**src/rtl/plt_pkg.sv**
```systemverilog
// plt_pkg: shared types, widths and codes for the positional list table.
// Used by the channel interfaces, the controller and the top level.
package plt_pkg;

    localparam int MAX_ENTRIES_DEF = 32;
    localparam int CMD_W = 2;
    localparam int POS_W = 6;
    localparam int VAL_W = 32;
    localparam int ST_W = 2;

    typedef enum logic [CMD_W-1:0] {
        CMD_INSERT = 2'd0,
        CMD_DELETE = 2'd1,
        CMD_LOCATE = 2'd2
    } t_cmd_code;

    typedef enum logic [ST_W-1:0] {
        ST_OK        = 2'd0,
        ST_BAD_POS   = 2'd1,
        ST_FULL      = 2'd2,
        ST_NOT_FOUND = 2'd3
    } t_status;

    typedef enum logic [3:0] {
        S_IDLE,
        S_INS_SHIFT,
        S_INS_DRAIN,
        S_INS_PUT,
        S_DEL_SHIFT,
        S_DEL_DRAIN,
        S_DEL_CLEAR,
        S_LOC_SCAN,
        S_LOC_DRAIN,
        S_RESP
    } t_state;

    typedef struct packed {
        logic [CMD_W-1:0]        cmd;
        logic [POS_W-1:0]        position;
        logic signed [VAL_W-1:0] value;
    } t_cmd;

    typedef struct packed {
        logic                    valid;
        t_status                 status;
        logic signed [VAL_W-1:0] removed_value;
        logic [POS_W-1:0]        found_position;
        logic [POS_W-1:0]        list_length;
        logic                    is_empty;
    } t_resp;

endpackage

```
**src/rtl/plt_if.sv**
```systemverilog
// plt_if: valid/ready channel interfaces for command and result items.
// Depends on plt_pkg for field widths.
interface plt_in_if;
    logic                            valid;
    logic                            ready;
    logic [plt_pkg::CMD_W-1:0]       cmd;
    logic [plt_pkg::POS_W-1:0]       position;
    logic signed [plt_pkg::VAL_W-1:0] value;

    modport source (output valid, output cmd, output position, output value, input ready);
    modport sink   (input valid, input cmd, input position, input value, output ready);
endinterface

interface plt_out_if;
    logic                             valid;
    logic                             ready;
    logic [plt_pkg::ST_W-1:0]         status;
    logic signed [plt_pkg::VAL_W-1:0] removed_value;
    logic [plt_pkg::POS_W-1:0]        found_position;
    logic [plt_pkg::POS_W-1:0]        list_length;
    logic                             is_empty;

    modport source (output valid, output status, output removed_value,
                    output found_position, output list_length, output is_empty,
                    input ready);
    modport sink   (input valid, input status, input removed_value,
                    input found_position, input list_length, input is_empty,
                    output ready);
endinterface

```
**src/rtl/positional_list_table_top.sv**
```systemverilog
// positional_list_table_top: ordered list of signed words with insert,
// delete and locate commands. Depends on plt_pkg, plt_if, plt_mem, plt_ctrl.

// The block holds an ordered list of up to MAX_ENTRIES signed 32-bit words
// in a single-port-write, registered-read store, plus a length count. One
// command item is taken at a time; i_in.ready is high only while the
// sequencer is idle. After a command is accepted, the store is walked one
// word per cycle: insert at position p moves the words from p to the tail
// up (an append skips the sweep), delete at p moves the words above p down,
// locate scans from the head and stops at the first match, and rejected
// or unused commands go straight to the result. Finished results sit in an
// output register, so a stalled sink only holds the block once a second
// result is ready. The store needs no clearing pass after reset: words at
// or above the length are never read before they are written.
module positional_list_table_top #(
    parameter int MAX_ENTRIES = plt_pkg::MAX_ENTRIES_DEF
) (
    input  logic      i_clk,
    input  logic      i_rst_n,
    plt_in_if.sink    i_in,
    plt_out_if.source o_out
);

    localparam int AW = $clog2(MAX_ENTRIES);

    plt_pkg::t_cmd             cmd;
    plt_pkg::t_resp            resp;
    logic                      resp_take;
    logic                      wr_en;
    logic [AW-1:0]             wr_addr;
    logic [plt_pkg::VAL_W-1:0] wr_data;
    logic                      rd_en;
    logic [AW-1:0]             rd_addr;
    logic [plt_pkg::VAL_W-1:0] rd_data;

    // result register
    logic                             r_out_valid, n_out_valid;
    logic [plt_pkg::ST_W-1:0]         r_status;
    logic signed [plt_pkg::VAL_W-1:0] r_removed;
    logic [plt_pkg::POS_W-1:0]        r_found;
    logic [plt_pkg::POS_W-1:0]        r_length;
    logic                             r_empty;

    assign cmd.cmd      = i_in.cmd;
    assign cmd.position = i_in.position;
    assign cmd.value    = i_in.value;

    plt_ctrl #(
        .MAX_ENTRIES (MAX_ENTRIES),
        .AW          (AW)
    ) u_ctrl (
        .i_clk       (i_clk),
        .i_rst_n     (i_rst_n),
        .i_cmd_valid (i_in.valid),
        .i_cmd       (cmd),
        .o_cmd_ready (i_in.ready),
        .o_resp      (resp),
        .i_resp_take (resp_take),
        .o_wr_en     (wr_en),
        .o_wr_addr   (wr_addr),
        .o_wr_data   (wr_data),
        .o_rd_en     (rd_en),
        .o_rd_addr   (rd_addr),
        .i_rd_data   (rd_data)
    );

    plt_mem #(
        .DEPTH (MAX_ENTRIES),
        .AW    (AW)
    ) u_mem (
        .i_clk     (i_clk),
        .i_wr_en   (wr_en),
        .i_wr_addr (wr_addr),
        .i_wr_data (wr_data),
        .i_rd_en   (rd_en),
        .i_rd_addr (rd_addr),
        .o_rd_data (rd_data)
    );

    // load a result when the register is empty or being drained this cycle
    assign resp_take = resp.valid && (!r_out_valid || o_out.ready);

    always_comb begin
        n_out_valid = r_out_valid;
        if (resp_take) begin
            n_out_valid = 1'b1;
        end else if (o_out.ready) begin
            n_out_valid = 1'b0;
        end
    end

    always_ff @(posedge i_clk) begin
        if (!i_rst_n) begin
            r_out_valid <= 1'b0;
        end else begin
            r_out_valid <= n_out_valid;
        end
    end

    always_ff @(posedge i_clk) begin
        if (resp_take) begin
            r_status  <= resp.status;
            r_removed <= resp.removed_value;
            r_found   <= resp.found_position;
            r_length  <= resp.list_length;
            r_empty   <= resp.is_empty;
        end
    end

    assign o_out.valid          = r_out_valid;
    assign o_out.status         = r_status;
    assign o_out.removed_value  = r_removed;
    assign o_out.found_position = r_found;
    assign o_out.list_length    = r_length;
    assign o_out.is_empty       = r_empty;

endmodule

```
**src/rtl/plt_mem.sv**
```systemverilog
// plt_mem: entry store, one write port and one registered read port.
// Depends on plt_pkg for the word width.
module plt_mem #(
    parameter int DEPTH = plt_pkg::MAX_ENTRIES_DEF,
    parameter int AW    = $clog2(DEPTH)
) (
    input  logic                      i_clk,
    input  logic                      i_wr_en,
    input  logic [AW-1:0]             i_wr_addr,
    input  logic [plt_pkg::VAL_W-1:0] i_wr_data,
    input  logic                      i_rd_en,
    input  logic [AW-1:0]             i_rd_addr,
    output logic [plt_pkg::VAL_W-1:0] o_rd_data
);

    logic [plt_pkg::VAL_W-1:0] r_mem [DEPTH];
    logic [plt_pkg::VAL_W-1:0] r_rd_data;

    always_ff @(posedge i_clk) begin
        if (i_wr_en) begin
            r_mem[i_wr_addr] <= i_wr_data;
        end
    end

    always_ff @(posedge i_clk) begin
        if (i_rd_en) begin
            r_rd_data <= r_mem[i_rd_addr];
        end
    end

    assign o_rd_data = r_rd_data;

endmodule

```
**src/rtl/plt_ctrl.sv**
```systemverilog
// plt_ctrl: command sequencer; walks the entry store one word per cycle
// for shifts and searches. Depends on plt_pkg; drives plt_mem ports.
module plt_ctrl #(
    parameter int MAX_ENTRIES = plt_pkg::MAX_ENTRIES_DEF,
    parameter int AW          = $clog2(MAX_ENTRIES)
) (
    input  logic                      i_clk,
    input  logic                      i_rst_n,
    input  logic                      i_cmd_valid,
    input  plt_pkg::t_cmd             i_cmd,
    output logic                      o_cmd_ready,
    output plt_pkg::t_resp            o_resp,
    input  logic                      i_resp_take,
    output logic                      o_wr_en,
    output logic [AW-1:0]             o_wr_addr,
    output logic [plt_pkg::VAL_W-1:0] o_wr_data,
    output logic                      o_rd_en,
    output logic [AW-1:0]             o_rd_addr,
    input  logic [plt_pkg::VAL_W-1:0] i_rd_data
);

    localparam int CW = $clog2(MAX_ENTRIES + 1);
    localparam int PW = ((CW > plt_pkg::POS_W) ? CW : plt_pkg::POS_W) + 1;

    plt_pkg::t_state              r_state, n_state;
    logic [CW-1:0]                r_count, n_count;
    logic [AW-1:0]                r_ptr, n_ptr;
    logic [AW-1:0]                r_pos0, n_pos0;
    logic [AW-1:0]                r_waddr, n_waddr;
    logic                         r_pend, n_pend;
    logic                         r_pfirst, n_pfirst;
    logic                         r_first, n_first;
    logic [plt_pkg::VAL_W-1:0]    r_val, n_val;
    plt_pkg::t_status             r_status, n_status;
    logic [plt_pkg::VAL_W-1:0]    r_removed, n_removed;
    logic [plt_pkg::POS_W-1:0]    r_found, n_found;

    logic [PW-1:0]                pos_x;
    logic [PW-1:0]                cnt_x;
    logic [PW-1:0]                cnt_len;
    logic [PW-1:0]                hit_pos;
    logic [AW-1:0]                last_idx;
    logic                         hit;

    assign pos_x    = PW'(i_cmd.position);
    assign cnt_x    = PW'(r_count);
    assign cnt_len  = PW'(r_count);
    assign last_idx = AW'(cnt_x - PW'(1));
    assign hit_pos  = PW'(r_waddr) + PW'(1);
    // shared comparator: pending read word against the search value
    assign hit      = r_pend && (i_rd_data == r_val);

    always_ff @(posedge i_clk) begin
        if (!i_rst_n) begin
            r_state <= plt_pkg::S_IDLE;
            r_count <= '0;
            r_pend  <= 1'b0;
        end else begin
            r_state <= n_state;
            r_count <= n_count;
            r_pend  <= n_pend;
        end
    end

    always_ff @(posedge i_clk) begin
        r_ptr     <= n_ptr;
        r_pos0    <= n_pos0;
        r_waddr   <= n_waddr;
        r_pfirst  <= n_pfirst;
        r_first   <= n_first;
        r_val     <= n_val;
        r_status  <= n_status;
        r_removed <= n_removed;
        r_found   <= n_found;
    end

    always_comb begin
        n_state   = r_state;
        n_count   = r_count;
        n_ptr     = r_ptr;
        n_pos0    = r_pos0;
        n_waddr   = r_waddr;
        n_pend    = 1'b0;
        n_pfirst  = r_pfirst;
        n_first   = r_first;
        n_val     = r_val;
        n_status  = r_status;
        n_removed = r_removed;
        n_found   = r_found;
        o_cmd_ready = 1'b0;
        o_wr_en   = 1'b0;
        o_wr_addr = r_waddr;
        o_wr_data = i_rd_data;
        o_rd_en   = 1'b0;
        o_rd_addr = r_ptr;

        case (r_state)
            plt_pkg::S_IDLE: begin
                o_cmd_ready = 1'b1;
                if (i_cmd_valid) begin
                    n_val     = i_cmd.value;
                    n_removed = '0;
                    n_found   = '0;
                    n_status  = plt_pkg::ST_OK;
                    n_first   = 1'b1;
                    n_state   = plt_pkg::S_RESP;
                    case (plt_pkg::t_cmd_code'(i_cmd.cmd))
                        plt_pkg::CMD_INSERT: begin
                            n_pos0 = AW'(pos_x - PW'(1));
                            n_ptr  = last_idx;
                            if (pos_x == '0 || pos_x > cnt_x + PW'(1)) begin
                                n_status = plt_pkg::ST_BAD_POS;
                            end else if (r_count == CW'(MAX_ENTRIES)) begin
                                n_status = plt_pkg::ST_FULL;
                            end else if (pos_x == cnt_x + PW'(1)) begin
                                n_state = plt_pkg::S_INS_PUT;
                            end else begin
                                n_state = plt_pkg::S_INS_SHIFT;
                            end
                        end
                        plt_pkg::CMD_DELETE: begin
                            n_ptr = AW'(pos_x - PW'(1));
                            if (pos_x == '0 || pos_x > cnt_x) begin
                                n_status = plt_pkg::ST_BAD_POS;
                            end else begin
                                n_state = plt_pkg::S_DEL_SHIFT;
                            end
                        end
                        plt_pkg::CMD_LOCATE: begin
                            n_ptr = '0;
                            if (r_count == '0) begin
                                n_status = plt_pkg::ST_NOT_FOUND;
                            end else begin
                                n_state = plt_pkg::S_LOC_SCAN;
                            end
                        end
                        default: begin
                            n_status = plt_pkg::ST_OK;
                        end
                    endcase
                end
            end

            // move entries up: read k-1, write it to k next cycle
            plt_pkg::S_INS_SHIFT: begin
                o_wr_en = r_pend;
                o_rd_en = 1'b1;
                n_pend  = 1'b1;
                n_waddr = r_ptr + AW'(1);
                if (r_ptr == r_pos0) begin
                    n_state = plt_pkg::S_INS_DRAIN;
                end else begin
                    n_ptr = r_ptr - AW'(1);
                end
            end

            plt_pkg::S_INS_DRAIN: begin
                o_wr_en = r_pend;
                n_state = plt_pkg::S_INS_PUT;
            end

            plt_pkg::S_INS_PUT: begin
                o_wr_en   = 1'b1;
                o_wr_addr = r_pos0;
                o_wr_data = r_val;
                n_count   = r_count + CW'(1);
                n_state   = plt_pkg::S_RESP;
            end

            // move entries down; first word read is the one removed
            plt_pkg::S_DEL_SHIFT: begin
                if (r_pend) begin
                    if (r_pfirst) begin
                        n_removed = i_rd_data;
                    end else begin
                        o_wr_en = 1'b1;
                    end
                end
                o_rd_en  = 1'b1;
                n_pend   = 1'b1;
                n_pfirst = r_first;
                n_first  = 1'b0;
                n_waddr  = r_ptr - AW'(1);
                if (r_ptr == last_idx) begin
                    n_state = plt_pkg::S_DEL_DRAIN;
                end else begin
                    n_ptr = r_ptr + AW'(1);
                end
            end

            plt_pkg::S_DEL_DRAIN: begin
                if (r_pend) begin
                    if (r_pfirst) begin
                        n_removed = i_rd_data;
                    end else begin
                        o_wr_en = 1'b1;
                    end
                end
                n_state = plt_pkg::S_DEL_CLEAR;
            end

            plt_pkg::S_DEL_CLEAR: begin
                o_wr_en   = 1'b1;
                o_wr_addr = last_idx;
                o_wr_data = '0;
                n_count   = r_count - CW'(1);
                n_state   = plt_pkg::S_RESP;
            end

            plt_pkg::S_LOC_SCAN: begin
                if (hit) begin
                    n_found  = hit_pos[plt_pkg::POS_W-1:0];
                    n_status = plt_pkg::ST_OK;
                    n_state  = plt_pkg::S_RESP;
                end else begin
                    o_rd_en = 1'b1;
                    n_pend  = 1'b1;
                    n_waddr = r_ptr;
                    if (r_ptr == last_idx) begin
                        n_state = plt_pkg::S_LOC_DRAIN;
                    end else begin
                        n_ptr = r_ptr + AW'(1);
                    end
                end
            end

            plt_pkg::S_LOC_DRAIN: begin
                if (hit) begin
                    n_found  = hit_pos[plt_pkg::POS_W-1:0];
                    n_status = plt_pkg::ST_OK;
                end else begin
                    n_status = plt_pkg::ST_NOT_FOUND;
                end
                n_state = plt_pkg::S_RESP;
            end

            plt_pkg::S_RESP: begin
                if (i_resp_take) begin
                    n_state = plt_pkg::S_IDLE;
                end
            end

            default: begin
                n_state = plt_pkg::S_IDLE;
            end
        endcase
    end

    always_comb begin
        o_resp.valid          = (r_state == plt_pkg::S_RESP);
        o_resp.status         = r_status;
        o_resp.removed_value  = r_removed;
        o_resp.found_position = r_found;
        o_resp.list_length    = cnt_len[plt_pkg::POS_W-1:0];
        o_resp.is_empty       = (r_count == '0);
    end

    a_count_bound: assert property (@(posedge i_clk) disable iff (!i_rst_n)
        r_count <= CW'(MAX_ENTRIES))
        else $error("entry count above capacity");

    a_count_step: assert property (@(posedge i_clk) disable iff (!i_rst_n)
        (r_count != $past(r_count)) |->
            (r_count == $past(r_count) + CW'(1) || r_count == $past(r_count) - CW'(1)))
        else $error("entry count moved by more than one");

    a_wr_busy: assert property (@(posedge i_clk) disable iff (!i_rst_n)
        o_wr_en |-> (r_state != plt_pkg::S_IDLE && r_state != plt_pkg::S_RESP))
        else $error("store written outside a command");

    a_idle_drained: assert property (@(posedge i_clk) disable iff (!i_rst_n)
        o_cmd_ready |-> !r_pend)
        else $error("read still pending while idle");

endmodule

```
**src/flat_wrapper.sv**
```systemverilog
// flat-port wrapper written by rule: the top's interface ports become plain ports
module positional_list_table_top_flat 
#(
    parameter int MAX_ENTRIES = plt_pkg::MAX_ENTRIES_DEF
)
  (i_clk, i_rst_n, i_in_valid, i_in_cmd, i_in_position, i_in_value, i_in_ready, o_out_valid, o_out_status, o_out_removed_value, o_out_found_position, o_out_list_length, o_out_is_empty, o_out_ready);
  plt_in_if i_in_i ();
  plt_out_if o_out_i ();
  input  logic i_clk;
  input  logic i_rst_n;
  input wire logic [$bits(i_in_i.valid)-1:0] i_in_valid;
  input wire logic [$bits(i_in_i.cmd)-1:0] i_in_cmd;
  input wire logic [$bits(i_in_i.position)-1:0] i_in_position;
  input wire logic [$bits(i_in_i.value)-1:0] i_in_value;
  output wire logic [$bits(i_in_i.ready)-1:0] i_in_ready;
  output wire logic [$bits(o_out_i.valid)-1:0] o_out_valid;
  output wire logic [$bits(o_out_i.status)-1:0] o_out_status;
  output wire logic [$bits(o_out_i.removed_value)-1:0] o_out_removed_value;
  output wire logic [$bits(o_out_i.found_position)-1:0] o_out_found_position;
  output wire logic [$bits(o_out_i.list_length)-1:0] o_out_list_length;
  output wire logic [$bits(o_out_i.is_empty)-1:0] o_out_is_empty;
  input wire logic [$bits(o_out_i.ready)-1:0] o_out_ready;
  assign i_in_i.valid = i_in_valid;
  assign i_in_i.cmd = i_in_cmd;
  assign i_in_i.position = i_in_position;
  assign i_in_i.value = i_in_value;
  assign i_in_ready = i_in_i.ready;
  assign o_out_valid = o_out_i.valid;
  assign o_out_status = o_out_i.status;
  assign o_out_removed_value = o_out_i.removed_value;
  assign o_out_found_position = o_out_i.found_position;
  assign o_out_list_length = o_out_i.list_length;
  assign o_out_is_empty = o_out_i.is_empty;
  assign o_out_i.ready = o_out_ready;
  positional_list_table_top #(.MAX_ENTRIES(MAX_ENTRIES)) u_core (.i_clk(i_clk), .i_rst_n(i_rst_n), .i_in(i_in_i), .o_out(o_out_i));
endmodule
```
**config.mk**
```make
export PLATFORM = sky130hd
export DESIGN_NAME = positional_list_table_top_flat
export DESIGN_NICKNAME = d
export VERILOG_FILES = /design/src/rtl/plt_pkg.sv /design/src/rtl/plt_if.sv /design/src/rtl/positional_list_table_top.sv /design/src/rtl/plt_mem.sv /design/src/rtl/plt_ctrl.sv /design/src/flat_wrapper.sv
export SDC_FILE = /design/constraint.sdc
export NUM_CORES = 1
export LEC_CHECK = 0
export BUFFER_PORTS_ARGS = -buffer_cell sky130_fd_sc_hd__clkbuf_2
export CORE_MARGIN = 8
export CORE_UTILIZATION = 25
export DETAILED_ROUTE_END_ITERATION = 12
export GPL_TIMING_DRIVEN = 1
export REMOVE_ABC_BUFFERS = 1
export SLEW_MARGIN = 10
export SYNTH_ARGS = -nofsm -noshare
export SYNTH_HDL_FRONTEND = slang
export SYNTH_SLANG_ARGS = --single-unit
```
**constraint.sdc**
```tcl
create_clock -name i_clk -period 3.8 [get_ports i_clk]
set_input_delay 0.57 -clock i_clk [delete_from_list [all_inputs] [get_ports i_clk]]
set_output_delay 0.57 -clock i_clk [all_outputs]
set_load 0.005 [all_outputs]
```
* Yosys cells after proc, flatten, opt, wreduce, memory -nomap -nowiden
Memory sizes are Yosys's and may differ from the RTL's. A register that Yosys moved wholly into a read port is not among the register bits.
Cells that the tools add are included.
** Word-level totals
- Bits in registers :: 148
- Input bits :: 44
- Word-level logic and storage cells :: 142
- Memory bits (writable) :: 1024
- Memories :: 1
** Memory list
- u_core.u_mem.r_mem :: words 32, width 32, read ports 1, clocked after memory_dff 1, wr ports 1, RTL line plt_mem.sv:16 : logic [plt_pkg::VAL_W-1:0] r_mem [DEPTH];
** Cells by class
- Equality and inequality tests :: 28
- Magnitude comparators :: 2
- Muxes and demuxes :: 52
- Reductions and logical operators :: 33
- $add $sub $neg :: 8
** Operators by type and width (count)
- case mux 32 bit (2 select lines) :: 2
- 2-to-1 mux 32 bit :: 3
- 2-to-1 mux 4 bit :: 10
- equality test 32 bit :: 1
- case mux 4 bit (8 select lines) :: 1
- case mux 5 bit (3 select lines) :: 2
- 2-to-1 mux 5 bit :: 5
- case mux 6 bit (2 select lines) :: 2
- case mux 5 bit (4 select lines) :: 1
- equality test 4 x 3 -> 1 bit, second input constant :: 4
- subtractor 5 x 1 -> 5 bit, second input constant :: 3
- 2-to-1 mux 2 bit :: 7
- != test 2 bit, second input constant :: 7
- 2-to-1 mux 6 bit :: 2
- case mux 2 bit (3 select lines) :: 2
- case mux 4 bit (3 select lines) :: 1
- equality test 5 bit :: 2
- 2-to-1 mux 1 bit :: 10
- case mux 5 bit (2 select lines) :: 1
- AND reduction 5 bit :: 2
- nonzero test 2 bit :: 5
- OR reduction 2 bit :: 5
- AND reduction 3 bit :: 3
- equality test 4 x 2 -> 1 bit, second input constant :: 2
- 30 further kinds :: 40

* Logic depth before layout (Yosys ltp)
Gate-level depths: netlist of run 1.
- Depth in word-level cells :: 8
- Mapped depth :: 13
- Mapped depth without buffers :: 11

* Hierarchy
From an unflattened synthesis of run 1, not the netlist that was laid out.
** Second synthesis, totals
- Cell total of the unflattened synthesis :: 2852
- Area total of the unflattened synthesis :: 48316.3 um^2
** Modules (own cells, without submodules)
- plt_mem :: times used 1, cells each 2260, area an instance 40812.9 um^2
- plt_ctrl :: times used 1, cells each 541, area an instance 6044.5 um^2
- positional_list_table_top :: times used 1, cells each 51, area an instance 1458.9 um^2

* Least setup slack after synthesis of run 1
Ideal clock, no wire load.
- Path kind :: register to register
- Start point :: register u_core.u_ctrl.r_count[0]
- End point :: memory u_core.u_mem.r_mem[5][0] (netlist bit), enable pin
- Cell stages (with the launch flop) :: 10
- Data required time :: 3.379 ns
- Arrival :: 3.611 ns
- Buffers on the path :: 1
- Setup slack :: -0.232 ns
- Period minus slack after synthesis :: 4.032 ns
- Cells stage by stage :: dfxtp_1 -> clkbuf_1 -> inv_1 -> ha_1 -> nor3b_1 -> xnor2_1 -> nor2_1 -> a221o_1 -> or3_4 -> nor2_1
** Between the ends
- Longest elaborated chain between the ends :: 2
** RTL lines
- start, declared :: RTL line plt_ctrl.sv:26 : logic [CW-1:0] r_count, n_count;
- start signal, assigned :: RTL line plt_ctrl.sv:60 : r_count <= n_count;
- subtractor 5 x 1 -> 5 bit :: RTL line plt_ctrl.sv:48 : assign last_idx = AW'(cnt_x - PW'(1));
- named net u_core.u_ctrl.last_idx[0] :: RTL line plt_ctrl.sv:42 : logic [AW-1:0] last_idx;
- case mux 5 bit (2 select lines) :: RTL line plt_ctrl.sv:97 : case (r_state)
- end, declared :: RTL line plt_mem.sv:16
The timed path passes the listed nets, and every way through them passes these cells.

* Worst setup path in the final report of run 1
- Start point :: register u_core.u_ctrl.r_count[1]
- End point :: memory u_core.u_mem.r_mem[12][7] (netlist bit), enable pin
** Between the ends
- Longest elaborated chain between the ends :: 2
** RTL lines (RTL line)
- subtractor 5 x 1 -> 5 bit :: plt_ctrl.sv:48
- case mux 5 bit (2 select lines) :: plt_ctrl.sv:97
Every way passes these cells.

==> reports/results.ini, run 1 <==
[timing]
finalHoldWorstSlack_ns=0.0429
tightest_slew_ns=0.903
slew_violations=0
rsz0062_at_grt=no
final.setup_skew_ns=0.0315
hold_viol=0
finalCritPeriodShare_pct=92.6
timing.setup.tns_ns=0
period_needed_ns=3.52
fmax_mhz=284
slew_headroom_pct=39.4
final_setup_vio_count=0

[detailed_routing]
drt_iter0_markers=2322
detailed_route_wire_length_mm=122
detailroute.via_count=22600
drt_pass1_iterations=5
routed_via_density=4.54
antenna_left=0
post-route-drc-count=0
routedWlPerCell_um=24.5

[synth]
mappedNetlistArea_um2=47100
dominant_combinational_cell_family_by_area_after_synthesis=multiplexers
post-synth-top-area-fraction_pct=76.0
syn_avg_cell_area_um2=22.2
synth.ff_latch_count=1204
synth_top_area_cells=sky130_fd_sc_hd__edfxtp_1 (76%), sky130_fd_sc_hd__mux4_2 (15%), sky130_fd_sc_hd__xnor2_1 (0.86%)
synth_edf_count=1192
async_flop_share_pct=0
muxShareOfSynthArea_pct=16.1
post_synth_xor_area_fraction_pct=1.21
complex_gate_fraction_of_the_synthesized_area_pct=1.96
synth-adder-area-share_pct=0.734
yosysSeqAreaShare_pct=76.5
ys_warn_count=0
synthCells=2124
synth_simple_gate_area_share_pct=2.29
synth_top_flop_cell=sky130_fd_sc_hd__edfxtp_1
yosysTopAreaCell=sky130_fd_sc_hd__edfxtp_1
yosysUniqueCellTypes=60

[setup_path]
critPathArrivalTime_ns=3.90
regToRegStartpoint=u_core.u_ctrl.r_count[1]
crit_path_end_kind=flop
timing.critical_path.from_type=flop
type_of_the_worst_setup_path=flop to flop
critical_path_peak_fanout=20
crit_required_ns=4.18
timing.reg2reg.worst_path_depth=10
rr_endpoint=u_core.u_mem.r_mem[12][7]
reg2reg_setup_slack_ns=0.28

[run_status]
run_status=completed

[cells_and_area]
highest_count_cells_in_the_layout_ignoring_fill_and_taps=sky130_fd_sc_hd__edfxtp_1 (1192), sky130_fd_sc_hd__mux4_2 (320), sky130_fd_sc_hd__clkbuf_16 (122), sky130_fd_sc_hd__buf_4 (116), sky130_fd_sc_hd__clkbuf_2 (92)
antenna-diode-count=0
register_area_um2=36000
final_net_count=2457
layout.cells.most_common=sky130_fd_sc_hd__edfxtp_1
layout.core_utilization_pct=29.9
area_taken_by_multi_input_logic_gates_um2=10800
layoutNonFillerInstCount=4981
post_route_cells_drive_above_1_share_pct=32.9
area_growth_pct=19.2
num-fill-cells=18100

[power_and_ir_drop]
peak_vdd_ir_mv=0.541
power_density_nw_per_um2=777
leakage_nw=17.7
post-layout-total-power_mw=43.6

[clock_tree]
worst_setup_hold_path_clk_slew_ns=0.06
clock_tree.buffer_depth=3
cts_tree=built
cts.root.buffer_cell=sky130_fd_sc_hd__clkbuf_16
cts_sinks=1204
tritoncts.num_buffers=120
post-cts-setup-buffers=0
insertion_delay_ns=0.74
number_of_hold_buffers_added_after_cts=6
htree_levels=3
post_cts.resized_instances=0

[floorplan]
boundaryPins=93
floorplan.initialDensity_pct=25.1
core_region_area_um2=187000
num_rows=159
total_die_area_um2=202000
die-height_um=450
dieWidth_um=450

[worst_hold_path]
min-delay-path-class=input port to flop
worst_hold_path.endpoint=u_core.u_ctrl.r_val[0]
hold_depth=1
min_from=i_in_value[0]

[grt]
first_global_vias=23300
grt-ovfl-total=0
first_pass_grt_wire_length_mm=175
grt_util_all_layers_pct=11.7
pin_count_of_the_biggest_net_entering_global_routing=79
antenna_found_initial=9

[flow_run]
cap_viol_max_count=0

[placed_design]
dp.cells=4753
port_buffers=92
place.gp.congestion=0.797
post-dp-hpwl_mm=76.7

Yosys cell counts, drive strengths merged, types with 2 or more instances:
master	instances
a2111oi	3
a211oi	4
a21o	6
a21oi	22
a221o	6
a221oi	3
a22o	33
a22oi	5
a31oi	2
and3	32
buf	30
clkbuf	77
dfxtp	12
edfxtp	1192
ha	26
inv	27
mux2	32
mux2i	2
mux4	320
nand2	32
nand2b	10
nand3	19
nand3b	3
nand4	12
nor2	73
nor2b	7
nor3	16
nor3b	3
nor4	2
o211ai	2
o21a	2
o21ai	12
o21bai	2
o22ai	6
o31ai	2
o41ai	3
or3	6
xnor2	46
xnor3	2
xor2	14
stage by stage:
| stage | worst slack [ns] | cell area [um2] |
|---|---|---|
| finish | 0.283 | 56100 |
| floorplan | -8.03 | 46600 |
| detailed placement | 0.356 | 52000 |
| global route | 0.0825 | 56100 |
| global placement | 0.343 | 52000 |
| CTS | 0.300 | 56100 |
state kept, by name, summed over array words and instances (netlist names), 5 cells and up:
| name | cells |
|---|---|
| u_core.u_ctrl.r_count | 6 |
| u_core.u_ctrl.r_removed | 32 |
| u_core.o_out.list_length | 6 |
| u_core.u_ctrl.r_waddr | 5 |
| u_core.o_out.removed_value | 32 |
| u_core.u_ctrl.r_val | 32 |
| u_core.u_mem.r_mem | 1024 |
| u_core.u_ctrl.r_found | 6 |
| u_core.u_ctrl.r_pos0 | 5 |
| u_core.u_ctrl.o_rd_addr | 5 |
| u_core.o_out.found_position | 6 |
| u_core.u_mem.o_rd_data | 32 |
cells by family (layout without fill, tap and decap cells):
kind of cell               Yosys count  count (layout)
DFF                               1204            1204
muxes                              354             354
and+or+nand+nor                    218             218
buffers and inverters              135             497
AOI/OAI and AO/OA                  124             124
xor gates and xnor gates            62              62
adders and majority gates           27              27
where the power goes:
part	internal, mW	leakage [nW]	switching, mW
registers	17.7	10.9	0.605
clock network	6.96	1.96	5.09
logic	5.37	4.85	7.90
worst max-delay path by stage:
stage                                           from                          to  slack [ns]
after floorplan           u_core.u_ctrl.o_rd_addr[0]    u_core.u_ctrl.r_waddr[4]       -8.03
after global placement      u_core.u_ctrl.r_count[1]  u_core.u_mem.r_mem[12][12]        0.34
after detailed placement    u_core.u_ctrl.r_count[1]   u_core.u_mem.r_mem[12][3]        0.36
after CTS                   u_core.u_ctrl.r_count[1]   u_core.u_mem.r_mem[12][7]        0.30
after global routing        u_core.u_ctrl.r_count[1]  u_core.u_mem.r_mem[12][21]        0.08
final                       u_core.u_ctrl.r_count[1]   u_core.u_mem.r_mem[12][7]        0.28
worst max-delay path: stages (launching register included):
cell and delay (ns):
sky130_fd_sc_hd__dfxtp_1 0.39, sky130_fd_sc_hd__inv_1 0.15, sky130_fd_sc_hd__ha_1 0.22, sky130_fd_sc_hd__nor3b_1 0.63, sky130_fd_sc_hd__xnor2_1 0.21, sky130_fd_sc_hd__nor2_1 0.10, sky130_fd_sc_hd__a221o_1 0.43, sky130_fd_sc_hd__nor2b_1 0.23
sky130_fd_sc_hd__nand2_1 0.26, sky130_fd_sc_hd__nor2_4 0.16, sky130_fd_sc_hd__buf_4 0.35
cell type report:
type                            instances  share of cell area, %
Clock buffer                          137                   5.54
Timing Repair Buffer                  247                   3.66
Inverter                               28                  0.190
Tap cell                             2495                   5.56
Sequential cell                      1204                   64.2
Multi-Input combinational cell        785                   19.2
Clock inverter                         85                   1.61
routing by layer:
metal  global-route usage (%)  wire, um  share of wire, %
met1                     15.3     51100                42
met2                     19.3     59200                48
met3                     2.45      7870               6.4
met4                     3.84      4050               3.3
met5                        0         7            0.0057
No activity file was read; power rests on OpenSTA's default activity.
==> inputs of run 2 (changes only) <==
- RECOVER_POWER: default -> 50
- SKIP_CTS_REPAIR_TIMING: default -> 1
- clock period: 3.8 -> 4.49 ns (I/O delays scaled with it)
==> reports/results.ini, run 2 (synthesis results as in run 1) <==
[setup_path]
critical_path_peak_fanout=72  ; +260%
critPathArrivalTime_ns=4.60  ; +0.70 ns
type_of_the_worst_setup_path=flop to flop
path_cells=clkbuf_2 > mux4_2 > mux4_2 > mux2_1
regToRegStartpoint=u_core.u_ctrl.o_rd_addr[1]
reg2reg_setup_slack_ns=0.34  ; +0.05 ns
crit_path_end_kind=flop
crit_required_ns=4.94  ; +0.76 ns
slowest_stage=sky130_fd_sc_hd__clkbuf_2
timing.critical_path.from_type=flop
worstSetupStartpoint=u_core.u_ctrl.o_rd_addr[1]
crit_path_frequent_cell=sky130_fd_sc_hd__mux4_2
cpPeakStageDelay_ns=1.67  ; +1.04 ns

[detailed_routing]
detailroute.via_count=22800  ; +0.83%
routedWlPerCell_um=24.7  ; +0.77%
antenna_left=0  ; unchanged
routed_via_density=4.61  ; +1.5%
post-route-drc-count=0  ; unchanged
drt_iter0_markers=2748  ; +18%
detailed_route_wire_length_mm=122  ; +0.10%
drt_pass1_iterations=6  ; +1

[grt]
grt_util_all_layers_pct=11.7  ; -0.019 points
grt-ovfl-total=0  ; unchanged
pin_count_of_the_biggest_net_entering_global_routing=82  ; +3.8%
antenna_found_initial=12  ; +3
first_global_vias=23000  ; -1.3%
first_pass_grt_wire_length_mm=175  ; unchanged

[timing]
final_setup_vio_count=0  ; unchanged
final.setup_skew_ns=0.0659  ; +0.0344 ns
finalCritPeriodShare_pct=92.5  ; about the same
slew_violations=220  ; +220
timing.setup.tns_ns=0  ; unchanged
period_needed_ns=4.15  ; +0.635 ns
rsz0062_at_grt=no
slew_headroom_pct=-47.5  ; -87 points
fmax_mhz=241  ; -15%
hold_viol=0  ; unchanged
tightest_slew_ns=2.21  ; +1.31 ns

[clock_tree]
tritoncts.num_buffers=119  ; -0.83%
clock_tree.buffer_depth=3  ; unchanged
insertion_delay_ns=0.74  ; about the same
cts_tree=built
cts.root.buffer_cell=sky130_fd_sc_hd__clkbuf_16
cts_sinks=1204  ; unchanged
worst_setup_hold_path_clk_slew_ns=0.06  ; about the same
htree_levels=3  ; unchanged

[cells_and_area]
largest_register_ffs=1024  ; unchanged
num-fill-cells=18200  ; +0.59%
post_route_cells_drive_above_1_share_pct=27.8  ; -5.2 points
layout.cells.most_common=sky130_fd_sc_hd__edfxtp_1
final_net_count=2425  ; -1.3%
area_growth_pct=17.2
layoutNonFillerInstCount=4948  ; -0.66%
highest_count_cells_in_the_layout_ignoring_fill_and_taps=sky130_fd_sc_hd__edfxtp_1 (1192), sky130_fd_sc_hd__mux4_2 (320), sky130_fd_sc_hd__clkbuf_1 (122), sky130_fd_sc_hd__clkbuf_16 (120), sky130_fd_sc_hd__buf_4 (75)
final_area_um2=55200  ; -1.7%
largest-register=u_core.u_mem.r_mem
area_taken_by_multi_input_logic_gates_um2=10800  ; -0.17%
register_area_um2=36000  ; unchanged

[floorplan]
dieWidth_um=450  ; unchanged
boundaryPins=93  ; unchanged
total_die_area_um2=202000  ; unchanged
die-height_um=450  ; unchanged
floorplan.initialDensity_pct=25.1  ; unchanged
core_region_area_um2=187000  ; unchanged
num_rows=159  ; unchanged

[worst_hold_path]
min_from=i_in_value[20]
min-delay-path-class=input port to flop

[placed_design]
place.gp.congestion=0.806  ; +1.2%
post-dp-hpwl_mm=75.6  ; -1.4%
postPlaceCellArea_um2=51700  ; -0.69%
dp.cells=4728  ; -0.53%
port_buffers=92  ; unchanged

[power_and_ir_drop]
leakage_nw=17.0  ; -3.7%
power_density_nw_per_um2=641  ; -17%
peak_vdd_ir_mv=0.448  ; -17%
post-layout-total-power_mw=35.4  ; -19%

[run_status]
run_status=finished with violations
violations=max-capacitance violations, max-slew violations

[flow_run]
cap_viol_max_count=5  ; +5

[run 2: cell types whose count changed in the layout (fill, tap and decap cells not counted), sizes merged]
cell           delta
buf              -58
clkbuf           +47
bufinv            -9
clkinv            -8
dlygate4sd3       -6
diode             +4
clkinvlp          -2
inv               -2
clkdlybuf4s18     +1
[run 2: worst paths after layout]
kind | to | depth (start not counted)
worst min register to register | u_core.o_out.found_position[4] | 0
worst max-delay path | u_core.u_mem.o_rd_data[1] | 4
worst max register to register | u_core.u_mem.o_rd_data[1] | 4
worst min-delay path | u_core.u_ctrl.r_val[20] | 1
[run 2: worst max-delay path: cells and delay by family (launching register included)]
family | cells | cell delay (ns)
multiplexers | 3 | 1.41
flip-flops | 1 | 0.81
buffers and inverters | 1 | 1.67
[run 2: per-stage QoR]
stage,worst slack [ns],hold slack (ns),utilization [%]
after floorplan,-7.34,0.400,-
after global placement,0.331,0.403,27.6
after detailed placement,0.622,0.405,27.6
after CTS,0.566,0.0277,29.6
after global routing,0.181,0.0585,29.4
final,0.338,0.105,29.4
[run 2: report_power, final]
part,internal [mW],switching [mW],total (mW),leakage (nW)
combinational,4.17,6.10,10.3,4.35
sequential,15.1,0.467,15.5,10.9
clock,5.32,4.23,9.55,1.80
total,24.6,10.8,35.4,17.0
[run 2: final cells by class]
| cell class | count | share of cell area [%] |
|---|---|---|
| Clock buffer | 152 | 5.66 |
| Clock inverter | 64 | 1.09 |
| Timing Repair Buffer | 216 | 2.54 |
| Inverter | 28 | 0.193 |
| Tap cell | 2495 | 5.66 |
| Antenna cell | 4 | 0.0181 |
| Multi-Input combinational cell | 785 | 19.5 |
| Sequential cell | 1204 | 65.3 |
[run 2: layer usage]
metal | global-route usage (%) | vias up | part of all wire [%]
li1 | - | 9445 | -
met1 | 15.7 | 12200 | 41
met2 | 19.5 | 922 | 49
met3 | 2.04 | 185 | 6.8
met4 | 3.13 | 2 | 2.7
met5 | 0 | - | 0.011
